===== config.mk =====
export PLATFORM = sky130hd
export DESIGN_NAME = midi_key_and_knob_event_generator
export DESIGN_NICKNAME = d
export VERILOG_FILES = /design/src/hdl/mkkeg_pkg.sv /design/src/hdl/midi_key_and_knob_event_generator.sv
export SDC_FILE = /design/constraint.sdc
export NUM_CORES = 1
export LEC_CHECK = 0
export BUFFER_PORTS_ARGS = -buffer_cell sky130_fd_sc_hd__buf_2
export CAP_MARGIN = 20
export CORE_UTILIZATION = 40
export CTS_CLUSTER_DIAMETER = 200
export DETAILED_ROUTE_END_ITERATION = 8
export SETUP_SLACK_MARGIN = 0.05
export SLEW_MARGIN = 0
export SYNTH_ARGS = -nofsm -noshare
export SYNTH_HDL_FRONTEND = slang
export SYNTH_SLANG_ARGS = --single-unit

===== constraint.sdc =====
create_clock -name clk -period 6.2 [get_ports clk]
set_input_delay 0.31 -clock clk [delete_from_list [all_inputs] [get_ports clk]]
set_output_delay 0.31 -clock clk [all_outputs]
set_load 0.02 [all_outputs]

===== src/hdl/mkkeg_pkg.sv =====
// Shared types, constants and helper functions for the key and knob event generator.
package mkkeg_pkg;

	// Number of analog knob channels in the rotation and the sample width.
	localparam int ANALOG_CHANNELS = 8;
	localparam int SAMPLE_BITS = 10;
	localparam int CH_W = (ANALOG_CHANNELS > 1) ? $clog2(ANALOG_CHANNELS) : 1;
	localparam logic [CH_W-1:0] CH_RESET = (6 < ANALOG_CHANNELS) ? CH_W'(6) : '0;

	// Register map, one word per register.
	localparam logic [1:0] REG_THRESHOLD = 2'd0;
	localparam logic [1:0] REG_FIRST_CH = 2'd1;
	localparam logic [1:0] REG_CTRL_BASE = 2'd2;
	localparam logic [1:0] REG_VELOCITY = 2'd3;

	localparam logic [9:0] THRESHOLD_RESET = 10'd7;
	localparam logic [2:0] FIRST_CH_RESET = 3'd6;
	localparam logic [6:0] CTRL_BASE_RESET = 7'd70;
	localparam logic [6:0] VELOCITY_RESET = 7'd127;

	// Event packet codes: cable code index and status byte.
	localparam logic [7:0] CIN_NOTE_OFF = 8'h08;
	localparam logic [7:0] ST_NOTE_OFF = 8'h80;
	localparam logic [7:0] CIN_NOTE_ON = 8'h09;
	localparam logic [7:0] ST_NOTE_ON = 8'h90;
	localparam logic [7:0] CIN_CONTROL = 8'h0b;
	localparam logic [7:0] ST_CONTROL = 8'hb0;
	localparam logic [6:0] NOTE_NONE = 7'd0;

	typedef struct packed {
		logic [7:0] key_lines;
		logic       link_ready;
		logic [9:0] adc_value;
	} poll_t;

	typedef struct packed {
		logic [31:0] first_event;
		logic [31:0] second_event;
		logic [1:0]  event_count;
		logic        empty_frame_follows;
		logic [2:0]  next_channel;
	} event_t;

	// Lowest pressed key (active low) mapped onto the C major scale.
	function automatic logic [6:0] lowest_note(input logic [7:0] lines);
		logic [6:0] note;
		note = NOTE_NONE;
		priority casez (lines)
			8'b???????0: note = 7'd60;
			8'b??????01: note = 7'd62;
			8'b?????011: note = 7'd64;
			8'b????0111: note = 7'd65;
			8'b???01111: note = 7'd67;
			8'b??011111: note = 7'd69;
			8'b?0111111: note = 7'd71;
			8'b01111111: note = 7'd72;
			default:     note = NOTE_NONE;
		endcase
		return note;
	endfunction

	// Assemble one four-byte event packet.
	function automatic logic [31:0] make_packet(input logic [7:0] cin, input logic [7:0] status,
			input logic [6:0] d1, input logic [6:0] d2);
		return {cin, status, 1'b0, d1, 1'b0, d2};
	endfunction

endpackage


===== src/hdl/midi_key_and_knob_event_generator.sv =====
// Top level of the key and knob event generator: poll decode, state and result register.
//
// Usage: each request on the input channel (in_valid/in_ready, payload in_data) is one poll
// of the eight active-low key lines, the link-ready flag and one ADC sample. The sample must
// belong to the channel reported in next_channel of the previous result. Each request gives
// exactly one result on the output channel (out_valid/out_ready, payload out_data) with zero,
// one or two event packets.
// The result is registered: a request accepted at one edge shows its result after that edge.
// Throughput is one request per cycle while the receiver takes every result; the key decode,
// the hysteresis compare against the stored sample and the packet assembly all fit between
// the state registers and the result register.
// When the receiver stalls, the result register holds its request and in_ready follows
// out_ready, so a new request is taken in the same cycle the held result leaves.
// Reset clears the held note and pending flag, sets every stored sample to minus one,
// starts the rotation at channel six and loads the register defaults. No clearing pass.
// Configuration goes through the APB port at byte addresses 0, 4, 8 and 12 and should only
// be written while no request is in flight.
module midi_key_and_knob_event_generator (
	input  logic                  clk,
	input  logic                  arst_n,
	input  logic                  in_valid,
	output logic                  in_ready,
	input  mkkeg_pkg::poll_t      in_data,
	output logic                  out_valid,
	input  logic                  out_ready,
	output mkkeg_pkg::event_t     out_data,
	input  logic                  psel,
	input  logic                  penable,
	input  logic                  pwrite,
	input  logic [3:0]            paddr,
	input  logic [31:0]           pwdata,
	output logic [31:0]           prdata,
	output logic                  pready
);
	import mkkeg_pkg::*;

	localparam int DIFF_W = SAMPLE_BITS + 2;

	logic [9:0]  threshold_q;
	logic [2:0]  first_ch_q;
	logic [6:0]  ctrl_base_q;
	logic [6:0]  velocity_q;

	logic [6:0]  held_note_q;
	logic        pending_q;
	logic signed [SAMPLE_BITS:0] last_q [ANALOG_CHANNELS];
	logic [CH_W-1:0] chan_q;

	event_t      out_q;
	logic        out_valid_q;

	logic        in_fire;
	logic        cfg_write;
	logic [6:0]  note;
	logic        pend;
	logic [SAMPLE_BITS-1:0] sample;
	logic signed [DIFF_W-1:0] diff;
	logic [DIFF_W-1:0] mag;
	logic        exceed;
	logic [CH_W-1:0] wrap_ch;
	logic [CH_W-1:0] chan_inc;
	logic [6:0]  controller;

	logic [6:0]  held_note_d;
	logic        pending_d;
	logic [CH_W-1:0] chan_d;
	logic        store_sample;
	event_t      result;

	assign in_fire = in_valid && in_ready;
	assign in_ready = !out_valid_q || out_ready;
	assign out_valid = out_valid_q;
	assign out_data = out_q;
	assign pready = 1'b1;
	assign cfg_write = psel && penable && pwrite;

	// Configuration register writes.
	always_ff @(posedge clk or negedge arst_n) begin
		if (!arst_n) begin
			threshold_q <= THRESHOLD_RESET;
			first_ch_q <= FIRST_CH_RESET;
			ctrl_base_q <= CTRL_BASE_RESET;
			velocity_q <= VELOCITY_RESET;
		end else if (cfg_write) begin
			unique case (paddr[3:2])
				REG_THRESHOLD: threshold_q <= pwdata[9:0];
				REG_FIRST_CH:  first_ch_q <= pwdata[2:0];
				REG_CTRL_BASE: ctrl_base_q <= pwdata[6:0];
				REG_VELOCITY:  velocity_q <= pwdata[6:0];
				default:       threshold_q <= threshold_q;
			endcase
		end
	end

	// Register read-back.
	always_comb begin
		unique case (paddr[3:2])
			REG_THRESHOLD: prdata = {22'd0, threshold_q};
			REG_FIRST_CH:  prdata = {29'd0, first_ch_q};
			REG_CTRL_BASE: prdata = {25'd0, ctrl_base_q};
			REG_VELOCITY:  prdata = {25'd0, velocity_q};
			default:       prdata = '0;
		endcase
	end

	// Key decode and hysteresis compare for the current channel.
	always_comb begin
		note = lowest_note(in_data.key_lines);
		pend = pending_q || (note != held_note_q);
		sample = in_data.adc_value[SAMPLE_BITS-1:0];
		diff = DIFF_W'(last_q[chan_q]) - $signed({2'b00, sample});
		mag = diff[DIFF_W-1] ? DIFF_W'(-diff) : DIFF_W'(diff);
		exceed = mag > DIFF_W'(threshold_q);
		wrap_ch = (int'(first_ch_q) < ANALOG_CHANNELS) ? CH_W'(first_ch_q) : '0;
		chan_inc = (int'(chan_q) == ANALOG_CHANNELS - 1) ? wrap_ch : CH_W'(chan_q + 1'b1);
		controller = ctrl_base_q + 7'(chan_q);
	end

	// Event selection and next state.
	always_comb begin
		held_note_d = held_note_q;
		pending_d = pend;
		chan_d = chan_q;
		store_sample = 1'b0;
		result = '0;
		if (in_data.link_ready) begin
			if (pend) begin
				pending_d = 1'b0;
				held_note_d = note;
				if (held_note_q != NOTE_NONE) begin
					result.first_event = make_packet(CIN_NOTE_OFF, ST_NOTE_OFF, held_note_q, 7'd0);
					if (note != NOTE_NONE) begin
						result.second_event = make_packet(CIN_NOTE_ON, ST_NOTE_ON, note,
							velocity_q);
						result.event_count = 2'd2;
					end else begin
						result.event_count = 2'd1;
					end
				end else if (note != NOTE_NONE) begin
					result.first_event = make_packet(CIN_NOTE_ON, ST_NOTE_ON, note, velocity_q);
					result.event_count = 2'd1;
				end
			end else begin
				chan_d = chan_inc;
				if (exceed) begin
					store_sample = 1'b1;
					result.first_event = make_packet(CIN_CONTROL, ST_CONTROL, controller,
						sample[SAMPLE_BITS-1 -: 7]);
					result.event_count = 2'd1;
				end
			end
		end
		result.empty_frame_follows = (result.event_count == 2'd2);
		result.next_channel = 3'(chan_d);
	end

	// Poll state updates on each accepted request.
	always_ff @(posedge clk or negedge arst_n) begin
		if (!arst_n) begin
			held_note_q <= NOTE_NONE;
			pending_q <= 1'b0;
			chan_q <= CH_RESET;
			for (int i = 0; i < ANALOG_CHANNELS; i++) begin
				last_q[i] <= '1;
			end
		end else if (in_fire) begin
			held_note_q <= held_note_d;
			pending_q <= pending_d;
			chan_q <= chan_d;
			if (store_sample) begin
				last_q[chan_q] <= $signed({1'b0, sample});
			end
		end
	end

	// Result register: valid flag under reset, payload loads on accept.
	always_ff @(posedge clk or negedge arst_n) begin
		if (!arst_n) begin
			out_valid_q <= 1'b0;
		end else if (in_ready) begin
			out_valid_q <= in_valid;
		end
	end

	always_ff @(posedge clk) begin
		if (in_fire) begin
			out_q <= result;
		end
	end

endmodule


==> results.md, run 1 <==
* Vias/cell at 5.16
* Fin crit share at 0.945
* Final Max Slew Viols at 0
* CP max FO at 10
* Layout cell share with drive strength beyond 1 at 0.449
* #FFs+latches synth at 163
* Maximum clock rate at 171 MHz
* Pre-antenna DRT Iters at 4
* Pre-CTS setup slack at -0.0985 ns
* Antenna diodes at 0
* Beginning of the critical path: chan_q[1]
* Commonest non-fill, non-tap cells in the layout: 105 x dfstp_2, 92 x mux2_2, 92 x buf_2
* Layout fillers at 2014
* Core area at 0.0218 mm2
* Status: finished, final reports clean
* Clk_skew at 0.0109 ns
* Die X at 151 um
* Final setup margin at 0.342 ns
* Initial Util at 0.409
* Clock Path Buffers at 2
* Critical-path top delay cell: dfstp_2
* First-pass GRT wire length at 32400 um
* Hold_sp: pwdata[9]
* Vias at 6164
* Critical Path RT at 6.55 ns
* Hold Vio Cnt, Final at 0
* Max-cap violations at 0
* Reg2reg start: chan_q[1]
* Syn Inst Count at 777
* Crit Path Category: reg2reg
* Antenna-violating nets left at 0
* Final WL at 20700 um
* Tot GR Track Use at 0.189
* Die area at 0.0229 mm2
* Initial antenna violation count at 0
* Least-Margin Pin Slew at 1.06 ns
* Max rail drop VDD at 0.163 mV
* Clock slew at reported path FFs at 0.07 ns
* Post-synth EDFFs at 37
* H-tree levels at 4
* Worst stage delay on the critical path at 0.39 ns
* Die H at 151 um
* Final setup fails at 0
* Min-Delay Path Class: in2reg
* Final nets at 995
* # IOs at 167
* Pleak at 4.72 nW
* Number of cell rows at 54
* Largest net degree at the start of global routing at 73
* RePlAce Congestion at 0.842
* Commonest non-fill, non-tap cell in the layout: dfstp_2
* Routed wire per std cell at 17.3 um
* Post-detail-place hpwl at 14800 um
* Total CTS buffers at 17
* CTS root buffer: clkbuf_16
* 1st-iter DRT viols at 272
* Unique masters post-synth at 63
* Final min period at 5.86 ns
* CTS sink cnt at 163
* Synthesis warning total at 0
* Vias in the first global route at 5976
* Critical Path End Type: register
* CTS tree: done
* Worst Setup Start Kind: register
* DRC at 0
* Port bufs at 93
* Gr ovfl total at 0
* Sequential area share after synthesis at 0.493
* Asr flop ratio synth at 0.773
* Arr. time, crit path at 6.21 ns
* Syn-to-layout area delta at 17.3%
* Mapped Area at 0.00892 mm2
* Syn Area/Cell at 11.5 um2
* PD cells at 288 mW/mm2
* Skew-Pair Late Insertion Delay at 0.43 ns
* Power, Total at 0.00302 W
* RSZ-0062 raised after global routing: no
* Relative slew margins at 0.285
* Top FF cell, synth: dfstp_2
[critical path: cells and delay by family (launching register included)]
family / cells / cell delay, ns
adder cells (fa/ha/maj): 3 / 0.86
XOR/XNOR: 1 / 0.07
buffers and inverters: 6 / 0.86
flip-flops: 1 / 0.39
multiplexers: 1 / 0.34
AND/OR/NAND/NOR: 10 / 2.00
AO/OA/AOI/OAI: 7 / 1.27
[synthesized netlist by cell type, drive strengths merged (16+ instances only)]
library cell  number  area share
a21oi             18       0.010
a22o              16       0.016
a22oi             23       0.019
and2              20       0.014
buf               69       0.055
clkbuf            26       0.011
dfrtp             21       0.059
dfstp            105        0.31
edfxtp            37        0.12
ha                30       0.042
inv               29       0.012
mux2             103        0.13
nand2             52       0.022
nand3             19       0.011
nor2              34       0.014
o21ai             33       0.019
[cells by family (layout without fill, tap and decap cells)]
group | after synthesis | in the layout | synth area share
buffers and inverters | 124 | 214 | 0.0784
adder cells (fa/ha/maj) | 32 | 32 | 0.0466
AO/OA/AOI/OAI | 133 | 133 | 0.103
other | 2 | 49 | 0.000842
flip-flops | 163 | 163 | 0.493
multiplexers | 116 | 116 | 0.152
XOR/XNOR | 18 | 18 | 0.0177
AND/OR/NAND/NOR | 189 | 189 | 0.110
[power by group]
part / internal (W) / switching (W)
logic: 0.000311 / 0.000421
clock network: 0.000537 / 0.000466
registers: 0.00122 / 0.0000652
[per-layer routing]
metal,share of wire,GRT usage,vias up
li1,-,-,2944
met1,0.45,0.247,3045
met4,0.017,0.0640,0
met2,0.49,0.317,153
met3,0.040,0.0310,22
met5,0,0,-
[sequential cells by signal (all words and copies together) (netlist names)]
name	flops
held_note_q	6
chan_q	3
pending_q	1
first_ch_q	3
out_valid	1
ctrl_base_q	7
threshold_q	10
last_q	88
out_data	37
velocity_q	7
[layout make-up]
type / count / area (um2) / share of cell area
Timing Repair Buffer: 153 / 960 / 0.0917
Sequential cell: 163 / 4400 / 0.420
Clock inverter: 13 / 120 / 0.0115
Inverter: 29 / 109 / 0.0104
Multi-Input combinational cell: 537 / 4090 / 0.391
Tap cell: 280 / 350 / 0.0335
Clock buffer: 19 / 440 / 0.0421
[per-stage QoR]
step | area (um2) | cells | TNS (ns) | hold WS, ns | utilization
final | 10500 | 1194 | 0 | 0.0865 | 0.480
after global routing | 10500 | 1194 | 0 | 0.0952 | 0.480
after CTS | 10300 | 1188 | 0 | 0.0704 | 0.474
after detailed placement | 9740 | 1154 | -2.11 | 0.408 | 0.446
after global placement | 9740 | 1154 | -0.977 | 0.406 | 0.446
after floorplan | 9100 | 824 | 0 | 0.0144 | -
[worst paths after layout]
path	depth (start not counted)	to	slack, ns
max	28	last_q[3]	0.34
min	3	threshold_q[9]	0.09
max reg2reg	28	last_q[3]	0.34
min reg2reg	1	last_q[10]	0.48
max in group asynchronous	3	threshold_q[7]	4.34
min in group asynchronous	2	pending_q	0.49
[what timing repair did]
action                                  4_1_cts  5_1_grt
pin swaps                                     1        4
resized for setup                             0       21
hold buffers                                  1        0
buffers inserted                              1        6
hold endpoints to repair                      8        0
endpoints found under the setup margin       78      106
Note: power is estimated with default switching activity, not from simulation.
==> run 2, diff against run 1 <==
--- a/config.mk
+++ b/config.mk
@@ -8,7 +8,7 @@
 export BUFFER_PORTS_ARGS = -buffer_cell sky130_fd_sc_hd__buf_2
 export CAP_MARGIN = 20
 export CORE_UTILIZATION = 40
-export CTS_CLUSTER_DIAMETER = 200
+export CTS_BUF_LIST = sky130_fd_sc_hd__clkbuf_16
 export DETAILED_ROUTE_END_ITERATION = 8
 export SETUP_SLACK_MARGIN = 0.05
 export SLEW_MARGIN = 0
==> constraint.sdc (replaced) <==
create_clock -name clk -period 5.5 [get_ports clk]
set_input_delay 0.275 -clock clk [delete_from_list [all_inputs] [get_ports clk]]
set_output_delay 0.275 -clock clk [all_outputs]
set_load 0.02 [all_outputs]
==> run 2 against run 1 <==
- the flow now finishes with violations (setup timing)
- combinational power rose by 23%
- non-clock buffer count rose by 30
- sequential power rose by 13%
- total power grew 17%
- clock-buffer cell count down 2
- register-to-register slack worse by 0.40 ns
- die area unchanged
- first-iteration DRC count is 13% lower
- core utilization grew 1.9 points
- sequential cell count unchanged
- global-route usage rose by 0.51 points
- design area up 4.0%
==> results.md, run 2 (synthesis results as in run 1) <==
* Worst Setup Start Kind: register
* Least-Margin Pin Slew at 0.900 ns (-0.164 ns)
* Violated checks: setup timing
* Worst stage delay on the critical path at 0.62 ns (+0.23 ns)
* Finished layout cell area at 0.0109 mm2 (+4.0%)
* R2R Path End: last_q[1]
* DP Area at 0.0101 mm2 (+3.6%)
* DRC at 0 (unchanged)
* Relative slew margins at 0.400 (+0.115)
* Final Max Slew Viols at 0 (unchanged)
* Post-detail-place hpwl at 15400 um (+4.1%)
* Vias/cell at 5.15 (-0.25%)
* Beginning of the critical path: chan_q[2]
* Antenna-violating nets left at 0 (unchanged)
* Reg2reg start: chan_q[2]
* Skew-Pair Late Insertion Delay at 0.43 ns (about the same)
* Critical-path top delay cell: dfstp_2
* 1st-iter DRT viols at 238 (-13%)
* Fin Setup TNS at -1.35 ns (-1.35 ns)
* Biggest register: last_q
* CP max FO at 9 (-1)
* RePlAce Congestion at 0.816 (-3.1%)
* Total CTS buffers at 17 (unchanged)
* Clock power frac at 0.333 (about the same)
* Gr ovfl total at 0 (unchanged)
* # IOs at 167 (unchanged)
* Final WL at 21500 um (+3.8%)
* Filler-free cell count of the finished design at 1224 (+2.5%)
* Min-Delay Path Class: in2reg
* Final min period at 5.56 ns (-0.295 ns)
* Port bufs at 93 (unchanged)
* Crit Path Category: reg2reg
* Final nets at 1025 (+3.0%)
* Critical Path End Type: register
* Clk_skew at 0.0138 ns (+0.00293 ns)
* Sequential Power Share at 0.412 (-0.013)
* Pleak at 4.90 nW (+3.8%)
* Switch Pwr at 0.00111 W (+16%)
* Critical Path RT at 5.85 ns (-0.70 ns)
* Die H at 151 um (unchanged)
* Max-cap violations at 0 (unchanged)
* First-pass GRT wire length at 33000 um (+1.9%)
* Die area at 0.0229 mm2 (unchanged)
* Register-to-Register Path Depth at 26 (-7.1%)
* Final setup fails at 47 (+47)
* Number of cell rows at 54 (unchanged)
* Setup slack, reg-to-reg at -0.06 ns (-0.40 ns)
* CTS tree: done
* Tot GR Track Use at 0.194 (+0.00507)
* Fin crit share at 1.01 (+0.0666)
* Logic pwr share at 0.255 (+0.012)
* Arr. time, crit path at 5.92 ns (-0.29 ns)
* Bufs and invs on worst path at 5 (-1)
* Final setup margin at -0.0630 ns (-0.405 ns)
* Commonest non-fill, non-tap cell in the layout: dfstp_2
* Routed wire per std cell at 17.5 um (+1.3%)
* PD cells at 323 mW/mm2 (+12%)
* Pre-antenna DRT Iters at 5 (+1)
* Int Power at 0.00241 W (+17%)
* Critical Path Stages at 26 (-7.1%)
* Switch share at 0.314 (-0.00152)
* Vias in the first global route at 6028 (+0.87%)
* Clock slew at reported path FFs at 0.07 ns (about the same)
* Antenna diodes at 0 (unchanged)
* Max rail drop VDD at 0.225 mV (+39%)
* CTS sink cnt at 163 (unchanged)
* Initial Util at 0.409 (unchanged)
* Number of flip-flops in the largest register at 88 (unchanged)
* Initial antenna violation count at 0 (unchanged)
* Status: finished, violations left
* Syn-to-layout area delta at 21.9%
* Clock Path Buffers at 2 (unchanged)
* CTS root buffer: clkbuf_16
* Largest net degree at the start of global routing at 71 (-2.7%)
* Core area at 0.0218 mm2 (unchanged)
* H-tree levels at 4 (unchanged)
* Largest delay contributor family on the critical path: simple AND/OR/NAND/NOR gates
* Hold Vio Cnt, Final at 0 (unchanged)
* Worst Setup EP: last_q[1]
* Commonest non-fill, non-tap cells in the layout: 105 x dfstp_2, 92 x buf_2, 83 x mux2_2
* Layout cell share with drive strength beyond 1 at 0.486 (+0.0377)
* Vias at 6303 (+2.3%)
* RSZ-0062 raised after global routing: yes
* Die X at 151 um (unchanged)
* Dpl cells at 1186 (+2.8%)
* Maximum clock rate at 180 MHz (+5.3%)
-- run 2: cell types whose count changed in the layout (fill, tap and decap cells not counted), sizes merged, moves of 2 or more --
cell / previous run / this run
buf: 151 / 182
clkinvlp: 0 / 3
clkinv: 6 / 3
clkbuf: 20 / 18
-- run 2: tightest hold or removal path, stage by stage --
cell and delay, ns:
buf_2 0.08, nand2_1 0.04, o21ai_0 0.05
-- run 2: routing by layer --
metal  part of all wire  routed length (um)  global-route usage
met4              0.021                 461              0.0675
met2               0.46                9880               0.303
met5                  0                   0                   0
met1               0.47               10100               0.268
met3              0.049                1060              0.0377
-- run 2: worst min-delay path by stage --
stage	to	depth (start not counted)	start	slack (ns)
2_1_floorplan	chan_q[0]	0	arst_n	-0.02
3_3_place_gp	out_valid	2	in_valid	0.47
3_5_place_dp	last_q[10]	1	last_q[10]	0.48
4_1_cts	threshold_q[7]	3	pwdata[7]	0.03
5_1_grt	out_valid	2	in_valid	0.04
6_report	threshold_q[8]	3	pwdata[8]	0.04
-- run 2: area by class of cell --
| type | instances | area (um2) |
|---|---|---|
| Tap cell | 280 | 350 |
| Clock inverter | 15 | 143 |
| Timing Repair Buffer | 183 | 1230 |
| Clock buffer | 17 | 425 |
| Inverter | 29 | 109 |
| Fill cell | 1989 | 10900 |
| Sequential cell | 163 | 4400 |
| Multi-Input combinational cell | 537 | 4230 |
-- run 2: repair_timing --
| item | CTS | global route |
|---|---|---|
| setup endpoints to repair | 106 | 106 |
| buffers inserted | 4 | 0 |
| pin swaps | 4 | 0 |
| hold buffers | 0 | 0 |
| gates cloned | 0 | 0 |
| gates resized for setup | 26 | 13 |
-- run 2: metrics by stage --
step                hold WS [ns]  power (W)  utilization  worst slack, ns
floorplan                -0.0206    0.00205            -           0.0206
global placement           0.472    0.00233        0.463           -0.236
detailed placement         0.476    0.00234        0.463           -0.295
CTS                       0.0343    0.00354        0.495           -0.121
global route              0.0442    0.00370        0.499           -0.328
finish                    0.0427    0.00352        0.499          -0.0630
-- run 2: power groups by stage --
stage	sequential, W	combinational [W]	clock (W)
floorplan	0.00147	0.000576	0
global placement	0.00147	0.000868	0
detailed placement	0.00147	0.000874	0
CTS	0.00145	0.000894	0.00120
global route	0.00146	0.000995	0.00125
finish	0.00145	0.000898	0.00117
